==> src/sv/rvg_pkg.sv <==
// ----------------------------------------------------------------------------
// rvg_pkg
// Shared constants, types and helpers for the voxel grid ray walker.
// ----------------------------------------------------------------------------
package rvg_pkg;

  localparam int GRID_X     = 16;
  localparam int GRID_Y     = 16;
  localparam int GRID_Z     = 16;
  localparam int RESULT_CAP = GRID_X + GRID_Y + GRID_Z - 2;
  localparam int CNT_W      = $clog2(RESULT_CAP + 1);

  localparam int IDX_W  = 6;   // cell coordinate, signed, holds -1 .. GRID
  localparam int CELL_W = 12;
  localparam int LIN_W  = 16;
  localparam int CRD_W  = 40;  // box coordinates, widened for GRID * cell_size
  localparam int NUM_W  = 56;  // dividend: CRD_W plus 16 fraction bits
  localparam int DEN_W  = 32;
  localparam int T_W    = 64;

  localparam logic signed [31:0]    NUDGE_Q32 = 32'sd4294967;  // 0.001 in Q0.32
  localparam logic signed [31:0]    T_MAX     = 32'sh7FFFFFFF;
  localparam logic signed [31:0]    T_MIN     = 32'sh80000000;
  localparam logic signed [T_W-1:0] T_FAR     = 64'sh4000000000000000;

  typedef enum logic [2:0] {
    REG_BOX_MIN_X,
    REG_BOX_MIN_Y,
    REG_BOX_MIN_Z,
    REG_CELL_SIZE_X,
    REG_CELL_SIZE_Y,
    REG_CELL_SIZE_Z
  } reg_idx_t;

  typedef enum logic [2:0] {
    DIV_T1,
    DIV_T2,
    DIV_IDX,
    DIV_TM,
    DIV_TD
  } div_sel_t;

  typedef enum logic [1:0] {
    MUL_T,
    MUL_NUDGE,
    MUL_BOUND
  } mul_sel_t;

  typedef enum logic [4:0] {
    S_IDLE,
    S_T1_GO,
    S_T1_WAIT,
    S_T2_GO,
    S_T2_WAIT,
    S_SLAB_UPD,
    S_SLAB_END,
    S_MISS,
    S_MUL_T,
    S_PN,
    S_MUL_N,
    S_REL,
    S_IDX_GO,
    S_IDX_WAIT,
    S_MUL_B,
    S_TM_GO,
    S_TM_WAIT,
    S_TD_GO,
    S_TD_WAIT,
    S_AXIS_END,
    S_WALK
  } state_t;

  typedef struct packed {
    logic [2:0][31:0] box_min;
    logic [2:0][30:0] cell_size;
  } rvg_cfg_t;

  typedef struct packed {
    logic     load;
    logic     axis_clr;
    logic     axis_inc;
    logic     div_start;
    logic     div_take;
    div_sel_t div_sel;
    logic     mul_en;
    mul_sel_t mul_sel;
    logic     slab_upd;
    logic     pn_ld;
    logic     rel_ld;
    logic     zero_step;
    logic     walk_step;
    logic     emit_miss;
  } rvg_cmd_t;

  typedef struct packed {
    logic dir_zero;
    logic axis_last;
    logic miss;
    logic div_done;
    logic walk_last;
  } rvg_stat_t;

  function automatic logic signed [31:0] sat32(input logic signed [T_W-1:0] v);
    logic signed [31:0] r;
    r = (v > T_W'(T_MAX)) ? T_MAX : (v < T_W'(T_MIN)) ? T_MIN : v[31:0];
    return r;
  endfunction

  function automatic logic [IDX_W-1:0] grid_dim(input logic [1:0] ax);
    logic [IDX_W-1:0] g;
    case (ax)
      2'd0:    g = IDX_W'(GRID_X);
      2'd1:    g = IDX_W'(GRID_Y);
      default: g = IDX_W'(GRID_Z);
    endcase
    return g;
  endfunction

endpackage

==> src/sv/rvg_ctrl.sv <==
// ----------------------------------------------------------------------------
// rvg_ctrl
// Sequencer: slab test per axis, then a miss result or entry setup per axis and the walk.
// ----------------------------------------------------------------------------
module rvg_ctrl (
  input  logic                clk,
  input  logic                rst,
  input  logic                start,
  input  rvg_pkg::rvg_stat_t  stat,
  output rvg_pkg::rvg_cmd_t   cmd,
  output logic                busy
);
  import rvg_pkg::*;

  state_t state;
  state_t state_next;

  always_ff @(posedge clk) begin
    if (rst) begin
      state <= S_IDLE;
    end else begin
      state <= state_next;
    end
  end

  always_comb begin
    state_next = state;
    unique case (state)
      S_IDLE:     if (start) state_next = S_T1_GO;
      S_T1_GO: begin
        priority if (stat.miss)     state_next = S_MISS;
        else if (stat.dir_zero)     state_next = S_SLAB_UPD;
        else                        state_next = S_T1_WAIT;
      end
      S_T1_WAIT:  if (stat.div_done) state_next = S_T2_GO;
      S_T2_GO:    state_next = S_T2_WAIT;
      S_T2_WAIT:  if (stat.div_done) state_next = S_SLAB_UPD;
      S_SLAB_UPD: state_next = stat.axis_last ? S_SLAB_END : S_T1_GO;
      S_SLAB_END: state_next = stat.miss ? S_MISS : S_MUL_T;
      S_MISS:     state_next = S_IDLE;
      S_MUL_T:    state_next = S_PN;
      S_PN:       state_next = S_MUL_N;
      S_MUL_N:    state_next = S_REL;
      S_REL:      state_next = S_IDX_GO;
      S_IDX_GO:   state_next = S_IDX_WAIT;
      S_IDX_WAIT: if (stat.div_done) state_next = S_MUL_B;
      S_MUL_B:    state_next = S_TM_GO;
      S_TM_GO:    state_next = stat.dir_zero ? S_AXIS_END : S_TM_WAIT;
      S_TM_WAIT:  if (stat.div_done) state_next = S_TD_GO;
      S_TD_GO:    state_next = S_TD_WAIT;
      S_TD_WAIT:  if (stat.div_done) state_next = S_AXIS_END;
      S_AXIS_END: state_next = stat.axis_last ? S_WALK : S_MUL_T;
      S_WALK:     if (stat.walk_last) state_next = S_IDLE;
      default:    state_next = S_IDLE;
    endcase
  end

  always_comb begin
    cmd         = '0;
    cmd.div_sel = DIV_T1;
    cmd.mul_sel = MUL_T;
    unique case (state)
      S_IDLE:     cmd.load = start;
      S_T1_GO:    cmd.div_start = !stat.miss && !stat.dir_zero;
      S_T1_WAIT:  cmd.div_take = 1'b1;
      S_T2_GO: begin
        cmd.div_sel   = DIV_T2;
        cmd.div_start = 1'b1;
      end
      S_T2_WAIT: begin
        cmd.div_sel  = DIV_T2;
        cmd.div_take = 1'b1;
      end
      S_SLAB_UPD: begin
        cmd.slab_upd = 1'b1;
        cmd.axis_inc = !stat.axis_last;
      end
      S_SLAB_END: cmd.axis_clr = 1'b1;
      S_MISS:     cmd.emit_miss = 1'b1;
      S_MUL_T:    cmd.mul_en = 1'b1;
      S_PN:       cmd.pn_ld = 1'b1;
      S_MUL_N: begin
        cmd.mul_sel = MUL_NUDGE;
        cmd.mul_en  = 1'b1;
      end
      S_REL:      cmd.rel_ld = 1'b1;
      S_IDX_GO: begin
        cmd.div_sel   = DIV_IDX;
        cmd.div_start = 1'b1;
      end
      S_IDX_WAIT: begin
        cmd.div_sel  = DIV_IDX;
        cmd.div_take = 1'b1;
      end
      S_MUL_B: begin
        cmd.mul_sel = MUL_BOUND;
        cmd.mul_en  = 1'b1;
      end
      S_TM_GO: begin
        cmd.div_sel   = DIV_TM;
        cmd.div_start = !stat.dir_zero;
        cmd.zero_step = stat.dir_zero;
      end
      S_TM_WAIT: begin
        cmd.div_sel  = DIV_TM;
        cmd.div_take = 1'b1;
      end
      S_TD_GO: begin
        cmd.div_sel   = DIV_TD;
        cmd.div_start = 1'b1;
      end
      S_TD_WAIT: begin
        cmd.div_sel  = DIV_TD;
        cmd.div_take = 1'b1;
      end
      S_AXIS_END: cmd.axis_inc = !stat.axis_last;
      S_WALK:     cmd.walk_step = 1'b1;
      default:    cmd = '0;
    endcase
  end

  assign busy = (state != S_IDLE);

endmodule

==> config.mk <==
export PLATFORM = sky130hd
export DESIGN_NAME = rvg_ctrl
export DESIGN_NICKNAME = d
export VERILOG_FILES = /design/src/sv/rvg_pkg.sv /design/src/sv/rvg_ctrl.sv
export SDC_FILE = /design/constraint.sdc
export NUM_CORES = 1
export LEC_CHECK = 0
export BUFFER_PORTS_ARGS = -buffer_cell sky130_fd_sc_hd__buf_2
export CAP_MARGIN = 40
export CELL_PAD_IN_SITES_DETAIL_PLACEMENT = 1
export CELL_PAD_IN_SITES_GLOBAL_PLACEMENT = 1
export CORE_AREA = 2 2 51 53
export CTS_CLUSTER_DIAMETER = 40
export DETAILED_ROUTE_END_ITERATION = 6
export DIE_AREA = 0 0 53 55
export PLACE_DENSITY_LB_ADDON = 0.1
export SYNTH_ARGS = -nofsm -noshare
export SYNTH_HDL_FRONTEND = slang
export SYNTH_SLANG_ARGS = --single-unit
==> constraint.sdc <==
create_clock -name clk -period 1.7 [get_ports clk]
set_clock_uncertainty 0.05 [all_clocks]
set_input_delay 0.34 -clock clk [delete_from_list [all_inputs] [get_ports clk]]
set_output_delay 0.34 -clock clk [all_outputs]
set_load 0.005 [all_outputs]
==> results.yml, run 1 <==
layout:
  drive_gt1_frac: 0.519
  synthToLayoutAreaGrowth_pct: 64.9
  regMostFlops: "state"
  nets: 171
  top_regs: "state (5)"
  stdcell_area_um2: 1240
  largest_reg_flops: 5
  fillCellCount: 328
  layout_common_cells: "buf_2 (24), buf_4 (20), nor2_1 (13)"
  utilization: 0.524
  antennaDiodeCount: 0
  layout_commonest_cell: "buf_2"
  layout.cells.non_filler: 192
power_and_ir_drop:
  p_total_mw: 1.04
  p_leak_nw: 0.546
  irDropWorstVdd_mv: 0.711
  powerDensity_nw_per_um2: 842
synthesis:
  yosysSeqAreaShare: 0.133
  synth_warnings: 0
  yosys.cell_types.count: 43
  synth-main-ff-cell: "dfxtp_1"
  synth.area.top_cells: "dfxtp_1 (13%), nor2_1 (8.0%), a21oi_1 (6.7%)"
  synth_enable_flop_cells: 0
  async_reset_ff_frac: 0
  syn_inst: 116
  syn_area_um2: 752
  synth_top_area_frac: 0.133
  syn_nets: 124
  yosysTopAreaCell: "dfxtp_1"
  yosys_register_bits: 5
  syn_avg_cell_area_um2: 6.48
global_route:
  grt_max_degree: 17
  grtUsageTotal: 0.228
  met2_usage: 0.390
  grt_use_met1: 0.278
  overflow: 0
  grt_pass1_vias: 1007
  grtUsageMet3: 0.0726
  antenna_found_initial: 0
  grt_pass1_wl_um: 4750
  grt-busiest-layer: "met2"
critical_path:
  cp_slowest_cell: "or4_4"
  start_kind: "flip-flop"
  crit_fanout: 3
  r2r-end: "state[0]"
  r2r-start: "state[2]"
  crit_type: "reg2out"
  cp.arrival_ns: 1.50
  worst-path-buf-inv: 1
  crit_path_end_kind: "primary output"
  startpoint: "state[2]"
  cp.depth: 4
  r2r_slack_ns: 0
  max_stage_delay_ns: 0.46
  critical_path_required_ns: 1.31
  ff2ff_path_depth: 5
  path_cells: "or2_4 -> or4_4 -> nor2_4 -> buf_6"
  critPathTopFamily: "simple AND/OR/NAND/NOR gates"
  crit_end: "cmd[16]"
sta:
  relSlewSlack: 0.814
  finalHoldViolations: 0
  tns_ns: -1.05
  slew_violations: 0
  whs_ns: 0.285
  rsz0062_at_grt: "true"
  fin_ws_ns: -0.192
  period_share: 1.11
  tightestPinTransition_ns: 0.277
  finalSetupViolations: 10
  period_minus_slack_ns: 1.89
  fmax_mhz: 528
floorplanning:
  core_um2: 2360
  die_w_um: 53
  die-area_um2: 2920
  fp-row-count: 18
  ios: 26
  start_util: 0.318
  die_h_um: 55
place:
  place_congestion: 0.833
  hpwl_um: 2160
  dpl_worst_slack_ns: 0.0595
  postPlaceCellArea_um2: 1020
  numPortBuffers: 25
  place_inst: 180
routing:
  first_iter_violations: 16
  totalWireLength_um: 3160
  drc: 0
  drt-vias-per-instance: 5.43
  wl_per_cell_um: 16.5
  ant_nets: 0
  drtPass1Iterations: 4
  vias: 1043
hold_path:
  hold_class: "in2reg"
flow_run:
  max_cap_violations: 0
clock_tree:
  h-tree-depth: 1
  cts-root-buf: "clkbuf_4"
  path_clk_slew_ns: 0.06
  postCtsHoldBufs: 0
  numCtsBuffers: 3
  clockBufferDepth: 2
  clock_sinks: 5
  clk_latency_ns: 0.25
  cts_tree: "done"
status:
  status: "complete, but fails checks"
  violations: "setup timing"
[per-layer routing]
metal	wire length, um	vias to the layer above	share of wire
met4	57	0	0.018
met1	1420	500	0.45
met5	0	-	0
li1	-	508	-
met3	108	6	0.034
met2	1570	29	0.50
[cells by family after synthesis]
kind of cell    synth area share
compound gates             0.298
xor+xnor                  0.0233
buf+inv                    0.111
flops                      0.133
mux                       0.0133
simple gates               0.421
[worst min-delay path by stage]
stage	to	slack, ns	start	cells after the start
2_1_floorplan	state[3]	0.36	rst	1
3_3_place_gp	state[4]	0.52	rst	2
3_5_place_dp	state[4]	0.52	rst	2
4_1_cts	state[4]	0.26	rst	2
5_1_grt	state[4]	0.27	rst	2
6_report	state[4]	0.28	rst	2
[report_power, final]
part | internal (mW) | leakage, nW | total, mW | switching (mW)
logic | 0.361 | 0.487 | 0.721 | 0.360
clock network | 0.0895 | 0.0150 | 0.148 | 0.0589
registers | 0.142 | 0.0441 | 0.175 | 0.0326
total | 0.593 | 0.546 | 1.04 | 0.452
[cell type report]
cell class                      instances  area (um^2)  area share
Clock buffer                            4         26.3      0.0212
Tap cell                               30         37.5      0.0303
Sequential cell                         5          116      0.0938
Multi-Input combinational cell         94          649       0.524
Inverter                                5         18.8      0.0151
Timing Repair Buffer                   54          392       0.316
[synth_stat cells (all sizes together) (3+ instances only)]
cell    count
o21ai       8
nand2b      3
inv         5
nor2       16
nor2b       4
a21oi      10
or4         3
nand2       9
buf        10
dfxtp       5
nand3       3
a31oi       3
nor3        7
[repair_timing]
action                                  in CTS  in global routing
pin swaps                                    2                  4
resized for setup                           19                 21
buffers inserted                             3                  5
endpoints found under the setup margin      18                 20
No activity file was read; power rests on OpenSTA's default activity.
==> run 2: changes to the inputs <==
- CORE_AREA: 2 2 51 53 -> 2 2 50 52
- DIE_AREA: 0 0 53 55 -> 0 0 52 54
- clock period: 1.7 -> 2.2 ns (I/O delays scaled with it)
==> run 2 against run 1 <==
  * The run now ends clean
  * First-iteration DRC count down 44%
  * Largest power group unchanged
  * Cell area down 23%
  * Die area down 3.7%
  * Flip-flop and latch count unchanged
  * Worst hold slack better by 0.082 ns
  * Combinational power down 53%
  * Non-clock buffer count down 20
  * Critical endpoint unchanged
  * Routed wire length down 20%
  * Global-route usage down 2.9 points
==> results.yml, run 2 (synthesis results as in run 1) <==
clock_tree:
  h-tree-depth: 1
  path_clk_slew_ns: 0.04
  cts_tree: "done"
  cts-root-buf: "clkbuf_4"
  clock_sinks: 5
  numCtsBuffers: 3
  clockBufferDepth: 2
  postCtsHoldBufs: 0
  clk_latency_ns: 0.25
hold_path:
  hold_end: "state[4]"
  min_from: "rst"
  worst_hold_path.num_cells: 2
  hold_class: "in2reg"
sta:
  fmax_mhz: 481
  whs_ns: 0.367
  period_minus_slack_ns: 2.08
  period_share: 0.946
  relSlewSlack: 0.744
  tns_ns: 0
  finalHoldViolations: 0
  rsz0062_at_grt: "false"
  fin_ws_ns: 0.119
  slew_violations: 0
  finalSetupViolations: 0
  tightestPinTransition_ns: 0.383
place:
  hpwl_um: 1940
  dpl_worst_slack_ns: 0.316
  place_congestion: 0.794
  numPortBuffers: 25
  postPlaceCellArea_um2: 917
  place_inst: 168
global_route:
  grt_pass1_vias: 867
  overflow: 0
  antenna_found_initial: 0
  grt_max_degree: 17
  grtUsageTotal: 0.198
  grt_pass1_wl_um: 4170
critical_path:
  ff2ff_path_depth: 5
  r2r-start: "state[4]"
  cp.arrival_ns: 1.59
  crit_type: "reg2out"
  r2r_slack_ns: 0.52
  crit_fanout: 10
  critical_path_required_ns: 1.71
  crit_path_end_kind: "primary output"
  r2r-end: "state[1]"
  start_kind: "flip-flop"
routing:
  vias: 915
  totalWireLength_um: 2540
  ant_nets: 0
  drt-vias-per-instance: 5.32
  first_iter_violations: 9
  drc: 0
  drtPass1Iterations: 4
  wl_per_cell_um: 14.8
power_and_ir_drop:
  power_frac_seq: 0.258
  p_total_uw: 605
  intPower_uw: 333
  p_sw_frac: 0.449
  p_leak_nw: 0.411
  power.net_switching_uw: 272
  clock_power_share: 0.184
  powerDensity_nw_per_um2: 632
  irDropWorstVdd_mv: 0.387
  combPwrFrac: 0.558
layout:
  regMostFlops: "state"
  multi_input_area_um2: 578
  synthToLayoutAreaGrowth_pct: 27.3
  layout.cells.non_filler: 172
  nets: 151
  layout_common_cells: "buf_2 (25), nor2_1 (15), a21oi_1 (10)"
  layout_commonest_cell: "buf_2"
  largest_reg_flops: 5
  top_regs: "state (5)"
  drive_gt1_frac: 0.331
  fillCellCount: 318
  seq_area_um2: 104
  stdcell_area_um2: 957
  utilization: 0.413
  antennaDiodeCount: 0
floorplanning:
  die_h_um: 54
  start_util: 0.324
  fp-row-count: 18
  core_um2: 2320
  ios: 26
  die-area_um2: 2810
  die_w_um: 52
flow_run:
  max_cap_violations: 0
status:
  status: "completed"
[run 2: cell types whose count changed in the layout (fill, tap and decap cells not counted), sizes merged]
cell  change
buf      -20
[run 2: worst max path at each step]
stage / startpoint / endpoint / slack (ns)
floorplan: state[2] / cmd[9] / 0.45
global placement: state[2] / cmd[16] / 0.33
detailed placement: state[2] / cmd[16] / 0.32
CTS: state[3] / cmd[9] / 0.04
global route: state[3] / cmd[10] / 0.006
finish: state[4] / cmd[16] / 0.12
[run 2: critical path, cell delays in order, from the launching register on]
cell,delay (ns)
dfxtp_1,0.42
buf_4,0.22
or4_4,0.49
nor2_1,0.09
buf_2,0.12
[run 2: layout make-up]
type,instances,area share
Multi-Input combinational cell,94,0.604
Timing Repair Buffer,34,0.201
Inverter,5,0.0196
Clock buffer,4,0.0275
Sequential cell,5,0.108
Tap cell,30,0.0392
[run 2: metal layers]
layer | global-route usage | part of all wire | up-vias
met3 | 0.0500 | 0.035 | 0
met2 | 0.342 | 0.48 | 17
met5 | 0 | 0 | -
met4 | 0.0132 | 0 | 0
met1 | 0.260 | 0.49 | 429
li1 | - | - | 469
[run 2: repair_timing]
item | 4_1_cts | 5_1_grt
setup buffers | 0 | 0
setup endpoints to repair | 0 | 6
gates resized for setup | 0 | 5
[run 2: power by group through the flow]
stage | Sequential (mW) | Clock [mW] | Combinational (mW)
finish | 0.156 | 0.111 | 0.338
floorplan | 0.109 | 0 | 0.276
global route | 0.161 | 0.123 | 0.377
CTS | 0.150 | 0.117 | 0.336
detailed placement | 0.152 | 0 | 0.336
global placement | 0.150 | 0 | 0.330
==> run 3: changes to the inputs <==
- clock period: 2.2 -> 2.4 ns (I/O delays scaled with it)
==> run 3 against run 2 <==
  * First-iteration DRC count grew 100%
  * Worst hold slack gained 0.046 ns
  * Die area is the same
  * Total power shrank 10%
  * Routed wire length shrank 1.0%
  * Count of clock-buffer cells in the layout is the same
  * Non-clock buffer count shrank 2
  * Utilization shrank 1.1 points
  * Sequential power grew 3%
  * Sequential share of layout area grew 0.17 points
  * Setup slack gained 0.11 ns
  * Global-route usage shrank 0.48 points
  * Highest routed layer unchanged
==> results.yml, run 3 (synthesis results as in run 1) <==
floorplanning:
  die-area_um2: 2810
  die_w_um: 52
  fp-row-count: 18
  die_h_um: 54
  start_util: 0.324
  core_um2: 2320
  ios: 26
sta:
  finalSetupViolations: 0
  period_share: 0.905
  finalHoldViolations: 0
  slew_violations: 0
  tightestPinTransition_ns: 0.505
  fmax_mhz: 460
  whs_ns: 0.412
  relSlewSlack: 0.663
  rsz0062_at_grt: "false"
  period_minus_slack_ns: 2.17
  tns_ns: 0
  fin_ws_ns: 0.227
layout:
  nets: 149
  synthToLayoutAreaGrowth_pct: 23.8
  regMostFlops: "state"
  layout_common_cells: "buf_2 (25), nor2_1 (16), a21oi_1 (10)"
  layout_commonest_cell: "buf_2"
  drive_gt1_frac: 0.300
  top_regs: "state (5)"
  antennaDiodeCount: 0
  largest_reg_flops: 5
  layout.cells.non_filler: 170
power_and_ir_drop:
  powerDensity_nw_per_um2: 584
  combPwrFrac: 0.520
  irDropWorstVdd_mv: 0.437
  p_sw_frac: 0.451
  p_leak_nw: 0.395
  intPower_uw: 298
  power.net_switching_uw: 245
  power_frac_seq: 0.295
  clock_power_share: 0.185
clock_tree:
  cts_tree: "done"
  postCtsHoldBufs: 0
  h-tree-depth: 1
  clock_sinks: 5
  cts_resized: 0
  clockBufferDepth: 2
  path_clk_slew_ns: 0.05
  post_cts_buffers: 0
  numCtsBuffers: 3
  clk_latency_ns: 0.25
  cts-root-buf: "clkbuf_4"
routing:
  ant_nets: 0
  first_iter_violations: 18
  vias: 925
  drt-vias-per-instance: 5.44
  wl_per_cell_um: 14.8
  totalWireLength_um: 2520
  drc: 0
  drtPass1Iterations: 4
critical_path:
  r2r-start: "state[0]"
  cp.arrival_ns: 1.64
  critical_path_required_ns: 1.87
  max_stage_delay_ns: 0.52
  worst-path-buf-inv: 2
  cp_slowest_cell: "dfxtp_1"
  crit_fanout: 11
  crit_path_end_kind: "primary output"
  crit_type: "reg2out"
  path_cells: "buf_4 -> and3_1 -> a21oi_1 -> o41ai_1 -> buf_2"
  start_kind: "flip-flop"
  critPathTopFamily: "flip-flops"
  startpoint: "state[3]"
place:
  numPortBuffers: 25
  place_congestion: 0.815
  hpwl_um: 1870
  place_inst: 166
  dpl_worst_slack_ns: 0.310
global_route:
  grt_pass1_wl_um: 4050
  overflow: 0
  grt_max_degree: 23
  grt_pass1_vias: 837
  antenna_found_initial: 0
  grtUsageTotal: 0.193
hold_path:
  hold_class: "in2reg"
  min_from: "rst"
status:
  status: "completed"
flow_run:
  max_cap_violations: 0
==> run 3: changes by cell type in the layout (fill, tap and decap cells not counted) <==
cell / before / now
nor2_2: 1 / 0
o32ai_2: 1 / 0
o32ai_1: 1 / 2
dfxtp_2: 3 / 2
nor2_1: 15 / 16
dfxtp_1: 2 / 3
buf_4: 9 / 7
==> run 3: power groups by stage <==
| stage | clock [mW] | sequential [mW] | combinational [mW] |
|---|---|---|---|
| floorplan | 0 | 0.0998 | 0.253 |
| global placement | 0 | 0.158 | 0.281 |
| detailed placement | 0 | 0.159 | 0.283 |
| CTS | 0.102 | 0.157 | 0.286 |
| global route | 0.110 | 0.167 | 0.317 |
| finish | 0.100 | 0.160 | 0.283 |
==> run 3: worst paths after layout <==
check	slack [ns]	endpoint	depth (start not counted)
max reg2reg	0.46	state[1]	6
min	0.41	state[3]	2
max	0.23	cmd[13]	5
min reg2reg	0.57	state[2]	1
==> run 3: through the flow <==
step | instance area, um^2 | util | power (mW)
after global placement | 902 | 0.389 | 0.439
after floorplan | 752 | - | 0.353
after global routing | 931 | 0.401 | 0.595
final | 931 | 0.401 | 0.543
after detailed placement | 902 | 0.389 | 0.442
after CTS | 928 | 0.400 | 0.545
==> run 3: final cells by class <==
class,instances,area (um^2)
fill,314,1390
clock buffer,4,26.3
multi-input combinational,94,568
tap,30,37.5
inverter,5,18.8
sequential,5,103
timing repair buffer,32,178
==> run 3: worst reg2reg max path: stages (launching register included) <==
cell and delay, ns:
dfxtp_1 0.63, buf_4 0.25, nand2b_4 0.08, or4_1 0.47, o22ai_1 0.16, a21oi_1 0.08, o2bb2ai_1 0.15
==> run 3: metal layers <==
layer,part of all wire,vias to the layer above,GRT usage,wire length [um]
met5,0,-,0,0
met4,0,0,0.0132,0
met3,0.031,0,0.0500,79
met2,0.49,17,0.321,1230
met1,0.48,442,0.262,1210
li1,-,466,-,-
